[src/rtl/spinor_pkg.sv]
// spinor_pkg: command codes and fixed reply bytes of the spi nor flash device
// no dependencies; used by spi_nor_flash_device
`default_nettype none

package spinor_pkg;

  localparam logic [7:0] OpJedecId = 8'h9F;
  localparam logic [7:0] OpStatus  = 8'h05;
  localparam logic [7:0] OpWren    = 8'h06;
  localparam logic [7:0] OpRead    = 8'h03;
  localparam logic [7:0] OpProgram = 8'h02;
  localparam logic [7:0] OpErase   = 8'h60;

  localparam logic [7:0] IdByte0   = 8'hEF;
  localparam logic [7:0] IdByte1   = 8'h40;
  localparam logic [7:0] IdByte2   = 8'h14;
  localparam logic [7:0] IdleByte  = 8'hFF;

  localparam int unsigned PosW   = 3;
  localparam logic [PosW-1:0] PosMax = 3'd4;

endpackage

`default_nettype wire

[src/rtl/spi_nor_flash_device.sv]
// spi_nor_flash_device: byte-slot model of a small spi nor flash slave
// depends on spinor_pkg (command codes, reply bytes)
//
// channel  direction  handshake                 payload
// in       slave      in_valid_i / in_ready_o   start_of_transfer_i, tx_byte_i
// out      master     out_valid_o / out_ready_i rx_byte_o
//
// one transaction in gives one transaction out; a byte can be taken every cycle while not stalled,
// its reply appears in the next cycle from the output register and memory read port
// a program data byte writes the array in the cycle after it is taken (read, and, write)
// reset marks every array byte as erased through per-byte valid flags, no clear sweep
// the input stalls only while a reply waits and out_ready_i is low
`default_nettype none

module spi_nor_flash_device #(
  parameter int unsigned MEMORY_BYTES = 256
) (
  input  wire logic       clk_i,
  input  wire logic       rst_ni,
  input  wire logic       in_valid_i,
  output logic            in_ready_o,
  input  wire logic       start_of_transfer_i,
  input  wire logic [7:0] tx_byte_i,
  output logic            out_valid_o,
  input  wire logic       out_ready_i,
  output logic      [7:0] rx_byte_o
);

  localparam int unsigned AddrW = (MEMORY_BYTES > 1) ? $clog2(MEMORY_BYTES) : 1;
  localparam logic [AddrW-1:0] AddrLast = AddrW'(MEMORY_BYTES - 1);

  // state
  logic [7:0]                  cmd_q, cmd_d;
  logic [spinor_pkg::PosW-1:0] pos_q, pos_d;
  logic [AddrW-1:0]            addr_q, addr_d;
  logic                        wel_q, wel_d;
  logic                        granted_q, granted_d;

  // output stage
  logic                        out_valid_q;
  logic                        sel_mem_q, sel_mem_d;
  logic [7:0]                  rx_const_q, rx_const_d;
  logic [7:0]                  rd_q;
  logic                        rd_vld_q;

  // deferred program write
  logic                        wr_pend_q, wr_pend_d;
  logic [AddrW-1:0]            wr_addr_q;
  logic [7:0]                  wr_data_q;

  logic [7:0]                  mem_q [MEMORY_BYTES];
  logic [MEMORY_BYTES-1:0]     vld_q;
  logic                        erase;
  logic                        accept;
  logic [AddrW-1:0]            wrap_lut [256];
  logic [AddrW-1:0]            addr_inc;

  // tx byte modulo memory size, constant table
  for (genvar g = 0; g < 256; g++) begin : g_wrap
    assign wrap_lut[g] = AddrW'(g % MEMORY_BYTES);
  end

  assign in_ready_o  = !out_valid_q || out_ready_i;
  assign accept      = in_valid_i && in_ready_o;
  assign out_valid_o = out_valid_q;
  assign rx_byte_o   = sel_mem_q ? (rd_vld_q ? rd_q : spinor_pkg::IdleByte) : rx_const_q;
  assign addr_inc    = (addr_q == AddrLast) ? '0 : addr_q + AddrW'(1);

  always_comb begin
    cmd_d      = cmd_q;
    pos_d      = pos_q;
    addr_d     = addr_q;
    wel_d      = wel_q;
    granted_d  = granted_q;
    sel_mem_d  = 1'b0;
    rx_const_d = spinor_pkg::IdleByte;
    wr_pend_d  = 1'b0;
    erase      = 1'b0;
    if (start_of_transfer_i) begin
      cmd_d     = tx_byte_i;
      pos_d     = '0;
      granted_d = 1'b0;
      if (tx_byte_i == spinor_pkg::OpWren) begin
        wel_d = 1'b1;
      end else if (tx_byte_i == spinor_pkg::OpErase && wel_q) begin
        erase = 1'b1;
        wel_d = 1'b0;
      end
    end else begin
      if (pos_q < spinor_pkg::PosMax) begin
        pos_d = pos_q + spinor_pkg::PosW'(1);
      end
      case (cmd_q)
        spinor_pkg::OpJedecId: begin
          if (pos_d == spinor_pkg::PosW'(1)) begin
            rx_const_d = spinor_pkg::IdByte0;
          end else if (pos_d == spinor_pkg::PosW'(2)) begin
            rx_const_d = spinor_pkg::IdByte1;
          end else if (pos_d == spinor_pkg::PosW'(3)) begin
            rx_const_d = spinor_pkg::IdByte2;
          end
        end
        spinor_pkg::OpStatus: begin
          if (pos_d == spinor_pkg::PosW'(1)) begin
            rx_const_d = {6'b0, wel_q, 1'b0};
          end
        end
        spinor_pkg::OpRead: begin
          if (pos_d == spinor_pkg::PosW'(1)) begin
            addr_d = wrap_lut[tx_byte_i];
          end else begin
            sel_mem_d = 1'b1;
            addr_d    = addr_inc;
          end
        end
        spinor_pkg::OpProgram: begin
          if (pos_d == spinor_pkg::PosW'(1)) begin
            if (wel_q) begin
              granted_d = 1'b1;
              wel_d     = 1'b0;
              addr_d    = wrap_lut[tx_byte_i];
            end
          end else if (granted_q) begin
            wr_pend_d = 1'b1;
            addr_d    = addr_inc;
          end
        end
        default: begin
        end
      endcase
    end
  end

  always_ff @(posedge clk_i or negedge rst_ni) begin
    if (!rst_ni) begin
      cmd_q       <= '0;
      pos_q       <= '0;
      addr_q      <= '0;
      wel_q       <= 1'b0;
      granted_q   <= 1'b0;
      out_valid_q <= 1'b0;
      sel_mem_q   <= 1'b0;
      wr_pend_q   <= 1'b0;
    end else begin
      wr_pend_q <= accept && wr_pend_d;
      if (accept) begin
        cmd_q       <= cmd_d;
        pos_q       <= pos_d;
        addr_q      <= addr_d;
        wel_q       <= wel_d;
        granted_q   <= granted_d;
        sel_mem_q   <= sel_mem_d;
        out_valid_q <= 1'b1;
      end else if (out_ready_i) begin
        out_valid_q <= 1'b0;
      end
    end
  end

  always_ff @(posedge clk_i) begin
    if (accept) begin
      rx_const_q <= rx_const_d;
      wr_addr_q  <= addr_q;
      wr_data_q  <= tx_byte_i;
    end
  end

  // per-byte written flags; an erase wins over a program write in flight
  always_ff @(posedge clk_i or negedge rst_ni) begin
    if (!rst_ni) begin
      vld_q    <= '0;
      rd_vld_q <= 1'b0;
    end else begin
      if (accept) begin
        rd_vld_q <= vld_q[addr_q];
      end
      if (accept && erase) begin
        vld_q <= '0;
      end else if (wr_pend_q) begin
        vld_q[wr_addr_q] <= 1'b1;
      end
    end
  end

  // array: one write port, one registered read port at the running address
  always_ff @(posedge clk_i) begin
    if (wr_pend_q) begin
      mem_q[wr_addr_q] <= (rd_vld_q ? rd_q : spinor_pkg::IdleByte) & wr_data_q;
    end
    if (accept) begin
      rd_q <= mem_q[addr_q];
    end
  end

endmodule

`default_nettype wire

[config.mk]
export PLATFORM = sky130hd
export DESIGN_NAME = spi_nor_flash_device
export DESIGN_NICKNAME = d
export VERILOG_FILES = /design/src/rtl/spinor_pkg.sv /design/src/rtl/spi_nor_flash_device.sv
export SDC_FILE = /design/constraint.sdc
export NUM_CORES = 2
export LEC_CHECK = 0
export ABC_CLOCK_PERIOD_IN_PS = 15000
export BUFFER_PORTS_ARGS = -buffer_cell sky130_fd_sc_hd__buf_2
export CAP_MARGIN = 15
export CORE_MARGIN = 8
export CORE_UTILIZATION = 63
export DETAILED_ROUTE_END_ITERATION = 16
export GPL_TIMING_DRIVEN = 1
export PLACE_DENSITY = 0.79
export RECOVER_POWER = 100
export SYNTH_ARGS = -nofsm -noshare
export SYNTH_HDL_FRONTEND = slang
export SYNTH_SLANG_ARGS = --single-unit
[constraint.sdc]
create_clock -name clk_i -period 15 [get_ports clk_i]
set_clock_uncertainty 0.2 [all_clocks]
set_input_delay 1.5 -clock clk_i [delete_from_list [all_inputs] [get_ports clk_i]]
set_output_delay 1.5 -clock clk_i [all_outputs]
set_load 0.01 [all_outputs]
# Yosys cells after proc, flatten, opt, wreduce, memory -nomap -nowiden
# Memories as Yosys holds them, arrays and structs flattened. A register that Yosys moved wholly into a read port is not among the register bits.
# Index checks and enable logic that the tools add are counted.
# op_classes
add_sub_neg,2
n_lt_le_gt_ge,5
n_eq_ne,13
mux,47
n_bitwise,4
n_reduce_logical,17
# ops
cell,n
2-to-1 mux 256 bit,2
bitwise OR 256 bit,1
2-to-1 mux 8 bit,13
case mux 8 bit (2 select lines),2
2-to-1 mux 1 bit,25
< comparator 8 x 9 -> 1 bit (second input constant),2
equality test 8 x 2 -> 1 bit (second input constant),2
equality test 8 x 3 -> 1 bit (second input constant),2
equality test 8 bit (second input constant),2
nonzero test 2 bit,6
greater-or-equal comparator 9 bit (second input constant),1
2-to-1 mux 3 bit,3
inverter 8 -> 9 bit,1
adder 8 x 1 -> 8 bit (second input constant),1
bitwise AND 8 bit,1
binary-select mux 1 bit (select 8 bit),1
demux 1 bit (select 8 bit),1
equality test 8 x 7 -> 1 bit (second input constant),1
greater-or-equal comparator 8 x 1 -> 1 bit (second input constant),1
AND reduction 4 bit,2
equality test 3 x 2 -> 1 bit (second input constant),2
!= test 3 bit (second input constant),2
logical AND 1 bit,5
AND reduction 5 bit,1
8 further kinds,8
# totals
reg_bits,305
ram_bits,2048
mem_bits_ro,2048
input_bits,13
output_inout_bits,10
wordCells,103
memories,2
# memory_table
name,words,width,read_ports,rd_clocked_by_memory_dff,wr,line_no,rtl
(no name shown),256,8,1,0,0,spi_nor_flash_device.sv:121,addr_d = wrap_lut[tx_byte_i];
mem_q,256,8,1,1,1,spi_nor_flash_device.sv:51,logic [7:0] mem_q [MEMORY_BYTES];

# Depth between registers and ports, before layout
# depth
depth_word,8
depth_mapped,12
ltp_nobuf,7

# Least setup slack after synthesis
# No wires, ideal clock.
# synth_path
path_kind,register to register
startpoint,reg rd_vld_q
endpoint,mem mem_q[0][5] (data pin)
setup_time_ns,2.271
arrival_time_ns,10.776
t_required_ns,12.529
slack_ns,1.753
stages_incl_launch_ff,3
path_buffers,1
period_less_slack_ns,13.247
cell_sequence,dfrtp_1 > clkbuf_1 > a21boi_0
# synth_via
elab_chain_len,2
# synth_lines
item,line_no,rtl
start: declaration,spi_nor_flash_device.sv:44,logic rd_vld_q;
start signal: assignment,spi_nor_flash_device.sv:175,rd_vld_q <= vld_q[addr_q];
2-to-1 mux 8 bit,spi_nor_flash_device.sv:188,mem_q[wr_addr_q] <= (rd_vld_q ? rd_q : spinor_pkg::IdleByte) & wr_data_q;
bitwise AND 8 bit,spi_nor_flash_device.sv:188,
end: declaration,spi_nor_flash_device.sv:51,
# No other way between the ends.

# Worst setup path in the final report
# layout_path
startpoint,reg addr_q[2]
endpoint,reg rd_vld_q
# layout_via
elab_chain_len,2
# layout_lines
item,line_no,rtl
start: declaration,spi_nor_flash_device.sv:35,"logic [AddrW-1:0] addr_q, addr_d;"
start signal: assignment,spi_nor_flash_device.sv:149,addr_q <= addr_d;
binary-select mux 1 bit (select 8 bit),spi_nor_flash_device.sv:175,
2-to-1 mux 1 bit (implied by the code),spi_nor_flash_device.sv:175,
# No other way between the ends. The select of a mux whose other input is x is not followed.
# A chain may end at the register's enable or synchronous reset.

==> run summary <==
Leaving out filler cells and counting taps, the final layout contains 6,681. The biggest area contributor in the post-synthesis netlist is sky130_fd_sc_hd__edfxtp_1. For this run the aggregate overflow at the end of global routing stands at 0.

The final critical delay including setup and external delays works out to 10.54 ns. The tools report the total power as 15.16 mW. Post-CTS timing repair inserted 0 buffers for setup. Of all flip-flops after synthesis, the portion carrying an async set or reset was 11.92%. During synthesis, Yosys emitted a total of 0 warnings.

The later pin in the worst-skew pair is clocked with a latency of 0.86 ns. Of the synthesized area, sequential elements account for 75.51%. The worst-case IR drop observed on VDD is 120.5 uV.

Capture endpoint of the worst hold path: vld_q[110]$_DFFE_PN0P_. The area of the core was 0.1452 mm2. Leading register cell type out of synthesis: sky130_fd_sc_hd__edfxtp_1.

The number of placed instances, taps included, is 6,237. The logs give 0 for the hold buffer count at cts and 0 for the quantity of gates resized following cts. Area share of the largest cell type after synthesis: 67.86%.

The startpoint identified for the worst hold timing path is vld_q[110]$_DFFE_PN0P_. For the effective utilization at floorplan, the log shows 63.29%. In this run the clock root is driven by a sky130_fd_sc_hd__clkbuf_16. The tree built by TritonCTS fans out to 2,358 sinks. The number of stages on the worst hold path is 2, and the number of primary I/O pins is 23. Summing all placed instances gives a cell area of 0.09409 mm2. Kind of critical path: reg -> reg. The maximum operating frequency was 94.86 MHz. The post-route netlist has 23.43% of its cells at a drive strength greater than 1.

Clock-pin slew was measured on the worst setup and hold paths at 0.06 ns. In the final routed layout, each cell accounts on average for 35.11 um. For the number of maximum-capacitance constraint violations, the log shows 48. Along the worst path, the maximum fanout reaches 47. Relative to the synthesized area, the layout overhead comes to 10.09%. The net count of the finished layout is 4,569. Counting cells, the worst reg-to-reg path comes to 9.

In this run the core area contains 140 standard-cell rows. After routing the design area is 0.1012 mm2. For this design, the slowest cell found on the critical path is sky130_fd_sc_hd__clkbuf_1. The number of nets in the synthesized netlist is 4,487. The number of global-route vias before repair was 47,270; the y dimension of the die was 397.9 um. The tools report the number of CTS-inserted buffers as 222. Setup violations remaining at the end of the flow were counted as 0.

In this design, the stage delay of the slowest critical-path cell is 2.42 ns. The top cell types in the final layout, fill and taps aside, are sky130_fd_sc_hd__edfxtp_1 (2,077), sky130_fd_sc_hd__nor2_1 (728), sky130_fd_sc_hd__mux4_2 (699). The critical path goes through clkbuf_1, clkbuf_1, and2_0, clkbuf_1, a22o_1, a211oi_1, nor4b_1, a31oi_1, a31oi_1.

The half-perimeter wire length after detailed placement is 133,000 um. The final reports fail on max-capacitance violations, max-slew violations. STA puts the critical path data arrival time at 11.10 ns. The hold violation count in the final report was 0; the count of routing violations after the opening detailed-route iteration was 7,158. The maximum buffer depth of the clock tree came out at 3. Cells fill 69.67% of the core in the end. The cell count after synthesis came out at 4,472. Number of register bits inferred by synthesis: 2,358. The die span in x is 397.9 um. The startpoint identified for the worst register-to-register timing path is addr_q[2]$_DFFE_PN0P_.

The first TritonRoute pass finished after 8 iterations. For the total DRC errors in the routed layout, the log shows 0. Average vias per placed instance: 7.074. The number of fillers in the final layout was 8,283; the average cell area after synthesis was 20.55 um2. The worst slew slack as a fraction of its limit came out at -281.6%. The number of antenna-violating nets in the routed design is 0, and the number of antenna violations at the first check in global routing is 8. The die covers 0.1584 mm2.

The startpoint class of the critical path is a flip-flop. The commonest non-fill, non-tap cell in the layout was sky130_fd_sc_hd__edfxtp_1. The tools report the final number of max-transition violations as 2,515.

The count of cell types in the netlist was 55. The flow ran to the end, but the final reports show violations. The data required time of the worst path was 15.56 ns; the area of the mapped netlist was 0.09191 mm2. The vias after detailed routing is 47,260.

In the post-synthesis netlist, the biggest area contributors are sky130_fd_sc_hd__edfxtp_1 (68%), sky130_fd_sc_hd__mux4_2 (17%), sky130_fd_sc_hd__dfrtp_1 (7.7%), sky130_fd_sc_hd__nor2_1 (3.0%), sky130_fd_sc_hd__clkbuf_1 (0.62%). The total negative setup slack came out at 0 ns. Routability-driven placement finished with a final weighted congestion of 0.8782. TritonCTS built the clock tree. The total routing resource utilization after global routing is 29.79%. The worst setup path is captured at a flip-flop. The setup check on the worst reg-to-reg path leaves a slack of 4.46 ns.

Input and output buffers added on the ports amount to 22. In the finished design, the share of the clock period the worst path needs comes to 70.28%. For the static leakage, the log shows 31.87 nW. The tools report the maximum number of pins on one net before global-route repair as 189.

The endpoint identified for the worst register-to-register timing path is rd_vld_q$_DFFE_PN0P_. The transition at the pin with the smallest max-transition slack was 5.724 ns. The first global-routing pass estimated 337,700 um of wire. The H-tree was split into 4 levels. Type of the most critical hold path: reg -> reg. Setup repair after global routing left no endpoint under its margin. Cell with the most instances on the worst path: sky130_fd_sc_hd__clkbuf_1. Dividing total power by cell area gives a power density of 149.9 mW/mm2. For this block, the routed nets add up to 234,600 um of wire. Counting flops with a built-in enable in the synthesized netlist gives 2,077.
## Yosys cell counts (18+ instances only)
cell type	instances
sky130_fd_sc_hd__a22oi_1	67
sky130_fd_sc_hd__dfrtp_1	281
sky130_fd_sc_hd__clkbuf_1	153
sky130_fd_sc_hd__a21oi_1	45
sky130_fd_sc_hd__mux2i_1	18
sky130_fd_sc_hd__mux4_2	699
sky130_fd_sc_hd__buf_1	23
sky130_fd_sc_hd__nand2_1	47
sky130_fd_sc_hd__nor2_1	729
sky130_fd_sc_hd__o22a_1	30
sky130_fd_sc_hd__buf_4	26
sky130_fd_sc_hd__nand3_1	29
sky130_fd_sc_hd__edfxtp_1	2077
sky130_fd_sc_hd__buf_2	46
## stage by stage
| stage | hold slack [ns] | worst slack, ns |
|---|---|---|
| 2_1_floorplan | 0.2196 | 1.753 |
| 3_3_place_gp | 0.2726 | 9.149 |
| 3_5_place_dp | 0.2820 | 9.141 |
| 4_1_cts | 0.2955 | 9.079 |
| 5_1_grt | 0.3120 | 4.629 |
| 6_report | 0.2926 | 4.459 |
## layout make-up
cell class              count  area, um2  area share [%]
multi-input cells        1835      21290           21.04
well taps                1917       2399           2.371
diodes                      9      22.52         0.02226
clock buffers             312       6320           6.246
inverters                  17      71.32         0.07049
repair buffers            120      643.1          0.6356
flip-flops and latches   2358      69410           68.60
clock inverters           113       1023           1.012
## state kept, by name, summed over array words and instances, names as in the netlist
signal and cells:
addr_q 8, wr_data_q 8, wr_pend_q 1, rd_q 8
vld_q 256, pos_q 3, rx_const_q 5, wel_q 1
out_valid_o 1, cmd_q 8, granted_q 1, rd_vld_q 1
mem_q 2048, wr_addr_q 8, sel_mem_q 1
## routing by layer
metal | vias to the layer above | track usage [%] | share of wire (%)
li1 | 18350 | - | -
met3 | 668 | 8.234 | 12
met1 | 24690 | 41.09 | 35
met5 | - | 0 | 0.039
met4 | 6 | 13.75 | 5.1
met2 | 3545 | 45.17 | 47
## worst max path at each step
| stage | startpoint | end | slack (ns) | depth (start not counted) |
|---|---|---|---|---|
| floorplan | rd_vld_q$_DFFE_PN0P_ | mem_q[0][5]$_DFFE_PP_ | 1.75 | 2 |
| global placement | addr_q[0]$_DFFE_PN0P_ | rd_q[2]$_DFFE_PP_ | 9.15 | 8 |
| detailed placement | addr_q[0]$_DFFE_PN0P_ | rd_q[6]$_DFFE_PP_ | 9.14 | 8 |
| CTS | addr_q[0]$_DFFE_PN0P_ | rd_q[5]$_DFFE_PP_ | 9.08 | 8 |
| global route | addr_q[2]$_DFFE_PN0P_ | rd_vld_q$_DFFE_PN0P_ | 4.63 | 9 |
| finish | addr_q[2]$_DFFE_PN0P_ | rd_vld_q$_DFFE_PN0P_ | 4.46 | 9 |
## logic make-up after synthesis
family,synth area share [%]
compound gates,1.675
fa+ha+maj,0.02722
buf+inv,1.423
flops,75.51
mux,17.50
simple gates,3.866
## critical path: cells and delay by family, from the launching register on
family	cells	cell delay (ns)
buf+inv	3	5.48
simple gates	2	1.55
compound gates	4	0.95
flops	1	2.11
## power breakdown
group / total, mW / internal, mW / switching (mW)
clock: 5.63 / 3.19 / 2.45
sequential: 7.64 / 7.56 / 0.0790
combinational: 1.90 / 0.730 / 1.17
Note: power is estimated with default switching activity, not from simulation.
